===== src/design/dq_pkg.sv =====
// Package for the double-ended queue: word types, operation and error codes,
// sizing constants and ring index arithmetic. No dependencies.
`timescale 1ns / 1ps
`default_nettype none

package dq_pkg;

  // sizing
  localparam int DqDepth  = 16;
  localparam int DqDataW  = 32;
  localparam int DqIdxW   = $clog2(DqDepth);
  localparam int DqCountW = $clog2(DqDepth + 1);

  // operation codes
  typedef enum logic [2:0] {
    MODE_PUSH_BACK  = 3'd0,
    MODE_PUSH_FRONT = 3'd1,
    MODE_POP_BACK   = 3'd2,
    MODE_POP_FRONT  = 3'd3,
    MODE_CLEAR      = 3'd4
  } mode_e;

  // error codes
  typedef enum logic [1:0] {
    ERR_OK    = 2'd0,
    ERR_EMPTY = 2'd1,
    ERR_FULL  = 2'd2
  } err_e;

  // input word
  typedef struct packed {
    mode_e                      mode;
    logic signed [DqDataW-1:0]  value;
  } dq_in_t;

  // result word
  typedef struct packed {
    logic signed [DqDataW-1:0]  popped_value;
    err_e                       error;
    logic [DqCountW-1:0]        count;
    logic signed [DqDataW-1:0]  front_value;
    logic signed [DqDataW-1:0]  back_value;
  } dq_out_t;

  // ring index plus an offset below the depth, wrapped once
  function automatic logic [DqIdxW-1:0] idx_add(logic [DqIdxW-1:0]   base,
                                                logic [DqCountW-1:0] off);
    logic [DqCountW:0] sum;
    sum = {{(DqCountW + 1 - DqIdxW){1'b0}}, base} + {1'b0, off};
    if (sum >= (DqCountW + 1)'(DqDepth)) begin
      sum = sum - (DqCountW + 1)'(DqDepth);
    end
    return sum[DqIdxW-1:0];
  endfunction

  // ring index minus one
  function automatic logic [DqIdxW-1:0] idx_dec(logic [DqIdxW-1:0] base);
    logic [DqIdxW-1:0] res;
    if (base == '0) begin
      res = DqIdxW'(DqDepth - 1);
    end else begin
      res = base - DqIdxW'(1);
    end
    return res;
  endfunction

endpackage

`default_nettype wire


===== src/design/dq_ram.sv =====
// Generic single write port, single read port RAM with registered read data.
// No dependencies.
`timescale 1ns / 1ps
`default_nettype none

module dq_ram #(
  parameter int WIDTH = 32,
  parameter int DEPTH = 16
) (
  input  wire logic                     clk_i,
  input  wire logic                     we_i,
  input  wire logic [$clog2(DEPTH)-1:0] waddr_i,
  input  wire logic [WIDTH-1:0]         wdata_i,
  input  wire logic                     re_i,
  input  wire logic [$clog2(DEPTH)-1:0] raddr_i,
  output logic      [WIDTH-1:0]         rdata_q
);

  logic [WIDTH-1:0] mem_q [DEPTH];

  // write port
  always_ff @(posedge clk_i) begin
    if (we_i) begin
      mem_q[waddr_i] <= wdata_i;
    end
  end

  // registered read port, holds its data between reads
  always_ff @(posedge clk_i) begin
    if (re_i) begin
      rdata_q <= mem_q[raddr_i];
    end
  end

endmodule

`default_nettype wire


===== src/design/dq_core.sv =====
// Deque state and operation datapath: ring pointers, cached end words and the
// slot RAM. Depends on dq_pkg and dq_ram.
`timescale 1ns / 1ps
`default_nettype none

module dq_core import dq_pkg::*; (
  input  wire logic    clk_i,
  input  wire logic    rst_ni,
  input  wire logic    fire_i,
  input  wire dq_in_t  op_i,
  output dq_out_t      res_o
);

  logic [DqIdxW-1:0]   front_q, front_d;
  logic [DqCountW-1:0] count_q, count_d;
  // cached words: two at the front, two at the back
  logic [DqDataW-1:0]  f0_q, f0_d, f1_q, f1_d, b0_q, b0_d, b1_q, b1_d;
  // second word at an end still arriving from the RAM
  logic                f1_pend_q, f1_pend_d, b1_pend_q, b1_pend_d;

  logic                we, re;
  logic [DqIdxW-1:0]   waddr, raddr;
  logic [DqDataW-1:0]  rdata;
  logic [DqDataW-1:0]  f1_eff, b1_eff, popped;
  logic                is_empty, is_one, is_full, ge_three;
  err_e                err;

  // slot storage
  dq_ram #(
    .WIDTH (DqDataW),
    .DEPTH (DqDepth)
  ) u_ram (
    .clk_i   (clk_i),
    .we_i    (we),
    .waddr_i (waddr),
    .wdata_i (op_i.value),
    .re_i    (re),
    .raddr_i (raddr),
    .rdata_q (rdata)
  );

  // resolve words still pending from the RAM
  assign f1_eff   = f1_pend_q ? rdata : f1_q;
  assign b1_eff   = b1_pend_q ? rdata : b1_q;
  assign is_empty = (count_q == '0);
  assign is_one   = (count_q == DqCountW'(1));
  assign is_full  = (count_q == DqCountW'(DqDepth));
  assign ge_three = (count_q >= DqCountW'(3));

  // operation decode and next state
  always_comb begin
    front_d   = front_q;
    count_d   = count_q;
    f0_d      = f0_q;
    f1_d      = f1_eff;
    b0_d      = b0_q;
    b1_d      = b1_eff;
    f1_pend_d = 1'b0;
    b1_pend_d = 1'b0;
    we        = 1'b0;
    waddr     = front_q;
    re        = 1'b0;
    raddr     = front_q;
    popped    = '0;
    err       = ERR_OK;
    unique case (op_i.mode)
      MODE_PUSH_BACK: begin
        if (is_full) begin
          err = ERR_FULL;
        end else begin
          we      = fire_i;
          waddr   = idx_add(front_q, count_q);
          count_d = count_q + DqCountW'(1);
          b0_d    = op_i.value;
          b1_d    = b0_q;
          if (is_empty) begin
            f0_d = op_i.value;
          end
          if (is_one) begin
            f1_d = op_i.value;
          end
        end
      end
      MODE_PUSH_FRONT: begin
        if (is_full) begin
          err = ERR_FULL;
        end else begin
          front_d = idx_dec(front_q);
          we      = fire_i;
          waddr   = idx_dec(front_q);
          count_d = count_q + DqCountW'(1);
          f0_d    = op_i.value;
          f1_d    = f0_q;
          if (is_empty) begin
            b0_d = op_i.value;
          end
          if (is_one) begin
            b1_d = op_i.value;
          end
        end
      end
      MODE_POP_BACK: begin
        if (is_empty) begin
          err = ERR_EMPTY;
        end else begin
          popped  = b0_q;
          count_d = count_q - DqCountW'(1);
          b0_d    = b1_eff;
          // fetch the word that becomes second from the back
          if (ge_three) begin
            re        = fire_i;
            raddr     = idx_add(front_q, count_q - DqCountW'(3));
            b1_pend_d = 1'b1;
          end
        end
      end
      MODE_POP_FRONT: begin
        if (is_empty) begin
          err = ERR_EMPTY;
        end else begin
          popped  = f0_q;
          front_d = idx_add(front_q, DqCountW'(1));
          count_d = count_q - DqCountW'(1);
          f0_d    = f1_eff;
          // fetch the word that becomes second from the front
          if (ge_three) begin
            re        = fire_i;
            raddr     = idx_add(front_q, DqCountW'(2));
            f1_pend_d = 1'b1;
          end
        end
      end
      MODE_CLEAR: begin
        front_d = '0;
        count_d = '0;
      end
      default: begin
      end
    endcase
  end

  // result word
  always_comb begin
    res_o.popped_value = popped;
    res_o.error        = err;
    res_o.count        = count_d;
    res_o.front_value  = (count_d == '0) ? '0 : f0_d;
    res_o.back_value   = (count_d == '0) ? '0 : b0_d;
  end

  // pointers and pending flags
  always_ff @(posedge clk_i or negedge rst_ni) begin
    if (!rst_ni) begin
      front_q   <= '0;
      count_q   <= '0;
      f1_pend_q <= 1'b0;
      b1_pend_q <= 1'b0;
    end else if (fire_i) begin
      front_q   <= front_d;
      count_q   <= count_d;
      f1_pend_q <= f1_pend_d;
      b1_pend_q <= b1_pend_d;
    end
  end

  // cached end words
  always_ff @(posedge clk_i) begin
    if (fire_i) begin
      f0_q <= f0_d;
      f1_q <= f1_d;
      b0_q <= b0_d;
      b1_q <= b1_d;
    end
  end

`ifndef SYNTHESIS
  a_one_pending: assert property (@(posedge clk_i) disable iff (!rst_ni)
    !(f1_pend_q && b1_pend_q))
    else $error("both end caches wait on the RAM");

  a_count_bound: assert property (@(posedge clk_i) disable iff (!rst_ni)
    count_q <= DqCountW'(DqDepth))
    else $error("count above depth");

  a_pend_needs_two: assert property (@(posedge clk_i) disable iff (!rst_ni)
    (f1_pend_q || b1_pend_q) |-> (count_q >= DqCountW'(2)))
    else $error("pending fetch with fewer than two words held");

  a_empty_pop_holds: assert property (@(posedge clk_i) disable iff (!rst_ni)
    (fire_i && is_empty &&
     (op_i.mode == MODE_POP_BACK || op_i.mode == MODE_POP_FRONT))
    |=> ($stable(count_q) && $stable(front_q)))
    else $error("pop on empty changed the state");

  a_full_push_holds: assert property (@(posedge clk_i) disable iff (!rst_ni)
    (fire_i && is_full &&
     (op_i.mode == MODE_PUSH_BACK || op_i.mode == MODE_PUSH_FRONT))
    |-> (!we && err == ERR_FULL))
    else $error("push on full reached the RAM");
`endif

endmodule

`default_nettype wire


===== src/design/double_ended_queue.sv =====
// Top level of the double-ended queue: input register, result register and
// valid/stall flow control. Depends on dq_pkg and dq_core.
//
//   channel | direction | handshake             | word
//   in      | input     | in_valid_i/in_stall_o   | dq_in_t  in_data_i
//   out     | output    | out_valid_o/out_stall_i | dq_out_t out_data_o
//
// One word per cycle sustained while out_stall_i is low; a result reaches the outputs
// through the input register, which loads at the accepting edge, and then the
// result register.
// Each operation touches at most one RAM slot; the second word from each end is
// fetched through the RAM's registered read port and resolved on the next op.
// Reset empties the deque at once; slot contents are never cleared.
// A stalled result holds the result register, and the input register fills
// behind it before in_stall_o rises.
`timescale 1ns / 1ps
`default_nettype none

module double_ended_queue import dq_pkg::*; (
  input  wire logic    clk_i,
  input  wire logic    rst_ni,
  input  wire logic    in_valid_i,
  output logic         in_stall_o,
  input  wire dq_in_t  in_data_i,
  output logic         out_valid_o,
  input  wire logic    out_stall_i,
  output dq_out_t      out_data_o
);

  logic    s1_valid_q, s1_valid_d;
  dq_in_t  s1_op_q;
  logic    out_valid_q, out_valid_d;
  dq_out_t out_data_q;
  dq_out_t res;
  logic    advance, in_accept;

  // operation datapath
  dq_core u_core (
    .clk_i  (clk_i),
    .rst_ni (rst_ni),
    .fire_i (advance),
    .op_i   (s1_op_q),
    .res_o  (res)
  );

  // flow control
  assign advance     = s1_valid_q && (!out_valid_q || !out_stall_i);
  assign in_stall_o  = s1_valid_q && !advance;
  assign in_accept   = in_valid_i && !in_stall_o;
  assign s1_valid_d  = in_accept || (s1_valid_q && !advance);
  assign out_valid_d = advance || (out_valid_q && out_stall_i);

  assign out_valid_o = out_valid_q;
  assign out_data_o  = out_data_q;

  // stage valids
  always_ff @(posedge clk_i or negedge rst_ni) begin
    if (!rst_ni) begin
      s1_valid_q  <= 1'b0;
      out_valid_q <= 1'b0;
    end else begin
      s1_valid_q  <= s1_valid_d;
      out_valid_q <= out_valid_d;
    end
  end

  // stage payloads
  always_ff @(posedge clk_i) begin
    if (in_accept) begin
      s1_op_q <= in_data_i;
    end
    if (advance) begin
      out_data_q <= res;
    end
  end

endmodule

`default_nettype wire

===== config.mk =====
export PLATFORM = sky130hd
export DESIGN_NAME = double_ended_queue
export DESIGN_NICKNAME = d
export VERILOG_FILES = /design/src/design/dq_pkg.sv /design/src/design/dq_ram.sv /design/src/design/dq_core.sv /design/src/design/double_ended_queue.sv
export SDC_FILE = /design/constraint.sdc
export NUM_CORES = 1
export LEC_CHECK = 0
export BUFFER_PORTS_ARGS = -buffer_cell sky130_fd_sc_hd__buf_2
export CORE_ASPECT_RATIO = 0.5
export CORE_MARGIN = 4
export CORE_UTILIZATION = 42
export DETAILED_ROUTE_END_ITERATION = 8
export PLACE_DENSITY = 0.54
export SLEW_MARGIN = 20
export SYNTH_ARGS = -nofsm -noshare
export SYNTH_HDL_FRONTEND = slang
export SYNTH_SLANG_ARGS = --single-unit

===== constraint.sdc =====
create_clock -name clk_i -period 10.3 [get_ports clk_i]
set_clock_uncertainty 0.1 [all_clocks]
set_input_delay 1.03 -clock clk_i [delete_from_list [all_inputs] [get_ports clk_i]]
set_output_delay 1.03 -clock clk_i [all_outputs]
set_load 0.02 [all_outputs]

==> Implementation_results.wiki <==
{| class="wikitable"
! Metric !! Value
|-
| Run status || finished, final reports clean
|-
| IR Drop Worst-Case VDD || roughly 0.24 mV
|-
| CTS tree || done
|-
| Setup violation total in the final timing report || 0
|-
| Part of the Yosys area used for sequential elements || 0.6498
|-
| Initial antenna violation count || 4
|-
| Cell taking the most area after synthesis || sky130_fd_sc_hd__edfxtp_1
|-
| Fraction of synthesis flops using an asynchronous set or reset pin || 0.01580
|-
| Wirelength, routed || around 120 mm
|-
| Kind of capture point of the worst setup path || flip-flop
|-
| Commonest cells in the synthesized netlist || sky130_fd_sc_hd__edfxtp_1 (810), sky130_fd_sc_hd__nor2_1 (286), sky130_fd_sc_hd__mux2i_1 (231), sky130_fd_sc_hd__nand2_1 (225), sky130_fd_sc_hd__clkbuf_1 (189)
|-
| Worst path max stage delay || ~0.80 ns
|-
| Prevailing post-synth register cell || sky130_fd_sc_hd__edfxtp_1
|-
| Worst-path cell chain || inv_1, ha_1, or4b_1, o22ai_4, mux2i_4, buf_12, buf_4, a2111oi_0, a2111o_1, nand4_1
|-
| Cell count after synthesis || 2,854
|-
| Worst reg2reg path startpoint || u_core.count_q[0]$_DFFE_PN0P_
|-
| Number of rows in the core area || 77
|-
| Worst Path Required || 10.70 ns
|-
| Dominant cell by count in the synthesized netlist || sky130_fd_sc_hd__edfxtp_1
|-
| Total of max-cap violations || 0
|-
| Largest net degree at the start of global routing || 183
|-
| Number of antenna repair diodes || 0
|-
| Power per cell area || about 270 mW/mm²
|-
| Final worst-path cycle share || 0.4831
|-
| Final Wtd Congestion || roughly 0.84
|-
| Syn nets || 2,911
|-
| Worst hold slack after final layout || around 0.17 ns
|-
| CTS buffer count || 79
|-
| Number of resized instances in the post-cts repair step || 0
|-
| GR Util All Layers || 0.2449
|-
| Vias per std cell || roughly 6.3
|-
| Cell with the largest stage delay on the worst path || sky130_fd_sc_hd__buf_4
|-
| Post-route core utilization || 0.4801
|-
| Deepest clock path buffer count || 3
|-
| Number of H-tree branching levels || 3
|-
| Combined area of all synthesized cells || between 0.03 and 0.04 mm²
|-
| Width of the chip || ~430 µm
|-
| Io pins || around 140
|-
| DRC violation total after the first TritonRoute iteration || just over 3,000
|-
| Crit start category || flip-flop
|-
| Worst Max-Slew Pin Slew || 1.110 ns
|-
| Kind of cell adding the most delay to the critical path || buffers and inverters
|-
| Post-CTS Hold Buffers || 0
|-
| Relative slew slack || 0.2598
|-
| Post-layout power || between 10 and 15 mW
|-
| Top cells by area, synth || sky130_fd_sc_hd__edfxtp_1 (64%), sky130_fd_sc_hd__mux2i_1 (6.1%), sky130_fd_sc_hd__a2111o_1 (3.8%), sky130_fd_sc_hd__a2111oi_0 (3.0%), sky130_fd_sc_hd__nor2_1 (2.8%)
|-
| Die area || between 0.09 and 0.1 mm²
|-
| Post-route antenna net violation count || 0
|-
| Buf/Inv on CP || 3
|-
| Via count || ~26,000
|-
| P&R area growth vs syn || 12.56%
|-
| Wire length per cell || 28.78 µm
|-
| Worst Reg-to-Reg Cells || 10
|-
| First-pass GRT wire length || about 170 mm
|-
| Synth Register Bits || just over 800
|-
| Floorplan Core Area || 0.08892 mm²
|-
| Register-to-Register Setup Slack || roughly 5.3 ns
|-
| Worst min-delay path class || in2async
|-
| Number of iterations in the first detailed-routing pass || 7
|-
| Largest fanout on the critical path || between 100 and 150
|-
| Number of synthesis warnings || 0
|-
| Count of port buffers added during placement || 143
|-
| RSZ-0062 raised after global routing || false
|-
| Drc violations || 0
|-
| Avg Synthesized Cell Area || 13.29 µm²
|-
| Initial cell density of the core || 0.4265
|-
| Num Clock Sinks || between 800 and 900
|-
| Critical R2R Capture || u_core.u_ram.rdata_q[30]$_DFFE_PP_
|-
| Maximum clock rate || between 0.2 and 0.25 GHz
|-
| CTS clk-pin slew, worst paths || ~0.07 ns
|-
| Final net count || about 3,000
|-
| Worst Setup Path Type || reg2reg
|-
| CTS Root Buffer Type || sky130_fd_sc_hd__clkbuf_16
|-
| Y dimension of the die || 220.5 µm
|-
| Synth cell types || between 60 and 70
|-
| Minimum clock period after layout || between 4 and 5 ns
|-
| Dpl hpwl || approximately 64 mm
|-
| Share of layout cells above drive strength 1 || 0.1411
|-
| Fin. max-slew vios || 0
|-
| Worst path arrival time || 5.38 ns
|-
| Via count of the first global-routing pass || around 25,000
|-
| Number of enable-type register cells in the synthesized netlist || 810
|-
| Post-CTS setup buffer count || 0
|-
| Top cell type's share of synthesized area || 0.6413
|-
| Sum Neg Setup Slack || 0 ns
|-
| Leftover overflow at the end of global routing || 0
|-
| Leakage || 15.09 nW
|-
| Hold Fails Final Rpt || 0
|-
| Clock latency on the worst-skew pair || 0.66 ns
|}
==> worst max path at each step <==
stage                                       start                             endpoint  slack (ns)  depth (start not counted)
finish              u_core.count_q[0]$_DFFE_PN0P_   u_core.u_ram.rdata_q[30]$_DFFE_PP_        5.32                         10
global route        u_core.count_q[0]$_DFFE_PN0P_   u_core.u_ram.rdata_q[26]$_DFFE_PP_        5.09                         10
CTS                 u_core.count_q[0]$_DFFE_PN0P_   u_core.u_ram.mem_q[8][2]$_DFFE_PP_        5.34                          9
detailed placement  u_core.count_q[0]$_DFFE_PN0P_         out_data_o[26]$_SDFFCE_PN0P_        5.37                         11
global placement    u_core.count_q[0]$_DFFE_PN0P_  u_core.u_ram.mem_q[8][15]$_DFFE_PP_        5.44                          9
floorplan                             out_stall_i        u_core.front_q[3]$_DFFE_PN0P_        2.15                          6
==> power by group <==
group	switching, mW	internal (mW)
clock network	1.31	1.71
registers	0.289	4.13
logic	2.70	1.29
==> cell families after synthesis <==
kind of cell | Yosys count | synth area share
buf+inv | 300 | 0.03226
simple gates | 770 | 0.09289
mux | 259 | 0.06927
fa+ha+maj | 18 | 0.006333
compound gates | 677 | 0.1478
flops | 823 | 0.6498
xor+xnor | 7 | 0.001616
==> per-layer routing <==
| layer | global-route usage | wire length (µm) | up-vias |
|---|---|---|---|
| met3 | 0.04871 | 10170 | 176 |
| li1 | - | - | 11440 |
| met1 | 0.3707 | 55660 | 13420 |
| met2 | 0.3572 | 51090 | 1136 |
| met5 | 0 | 0 | - |
| met4 | 0.07090 | 2650 | 0 |
==> cell usage in the layout (no fill, tap or decap), drive strengths merged, types with 28 or more instances in the layout <==
| master | Yosys | routed |
|---|---|---|
| a221oi | 38 | 38 |
| a2111oi | 128 | 128 |
| nand2 | 225 | 225 |
| nor2 | 286 | 286 |
| mux2i | 231 | 231 |
| nand4 | 33 | 33 |
| clkbuf | 189 | 98 |
| and3 | 129 | 129 |
| clkinv | 1 | 32 |
| a2111o | 128 | 128 |
| inv | 48 | 50 |
| a21oi | 51 | 51 |
| nor3 | 41 | 41 |
| buf | 62 | 223 |
| edfxtp | 810 | 810 |
| mux2 | 28 | 28 |
| o21ai | 109 | 109 |
| o22ai | 31 | 31 |
==> state kept, by name, indices dropped and copies added (netlist names), 32 cells and up <==
signal                cells
out_data_o              103
s1_op_q                  35
u_core.b0_q              32
u_core.b1_q              32
u_core.f0_q              32
u_core.f1_q              32
u_core.u_ram.mem_q      512
u_core.u_ram.rdata_q     32
==> cell type report <==
cell class,count,area [µm²]
Inverter,49,191.4
Sequential cell,823,24650
Timing Repair Buffer,223,1341
Tap cell,1185,1483
Fill cell,7730,46230
Multi-Input combinational cell,1731,12400
Clock inverter,46,465.4
Clock buffer,98,2155
==> metrics by stage <==
| stage | setup WS, ns | area, µm² | std cells |
|---|---|---|---|
| after floorplan | 2.155 | 37930 | 2854 |
| after global placement | 5.441 | 40070 | 4011 |
| after detailed placement | 5.371 | 40070 | 4011 |
| after CTS | 5.344 | 42690 | 4155 |
| after global routing | 5.089 | 42690 | 4155 |
| final | 5.324 | 42690 | 4155 |
No activity file was read; power rests on OpenSTA's default activity.
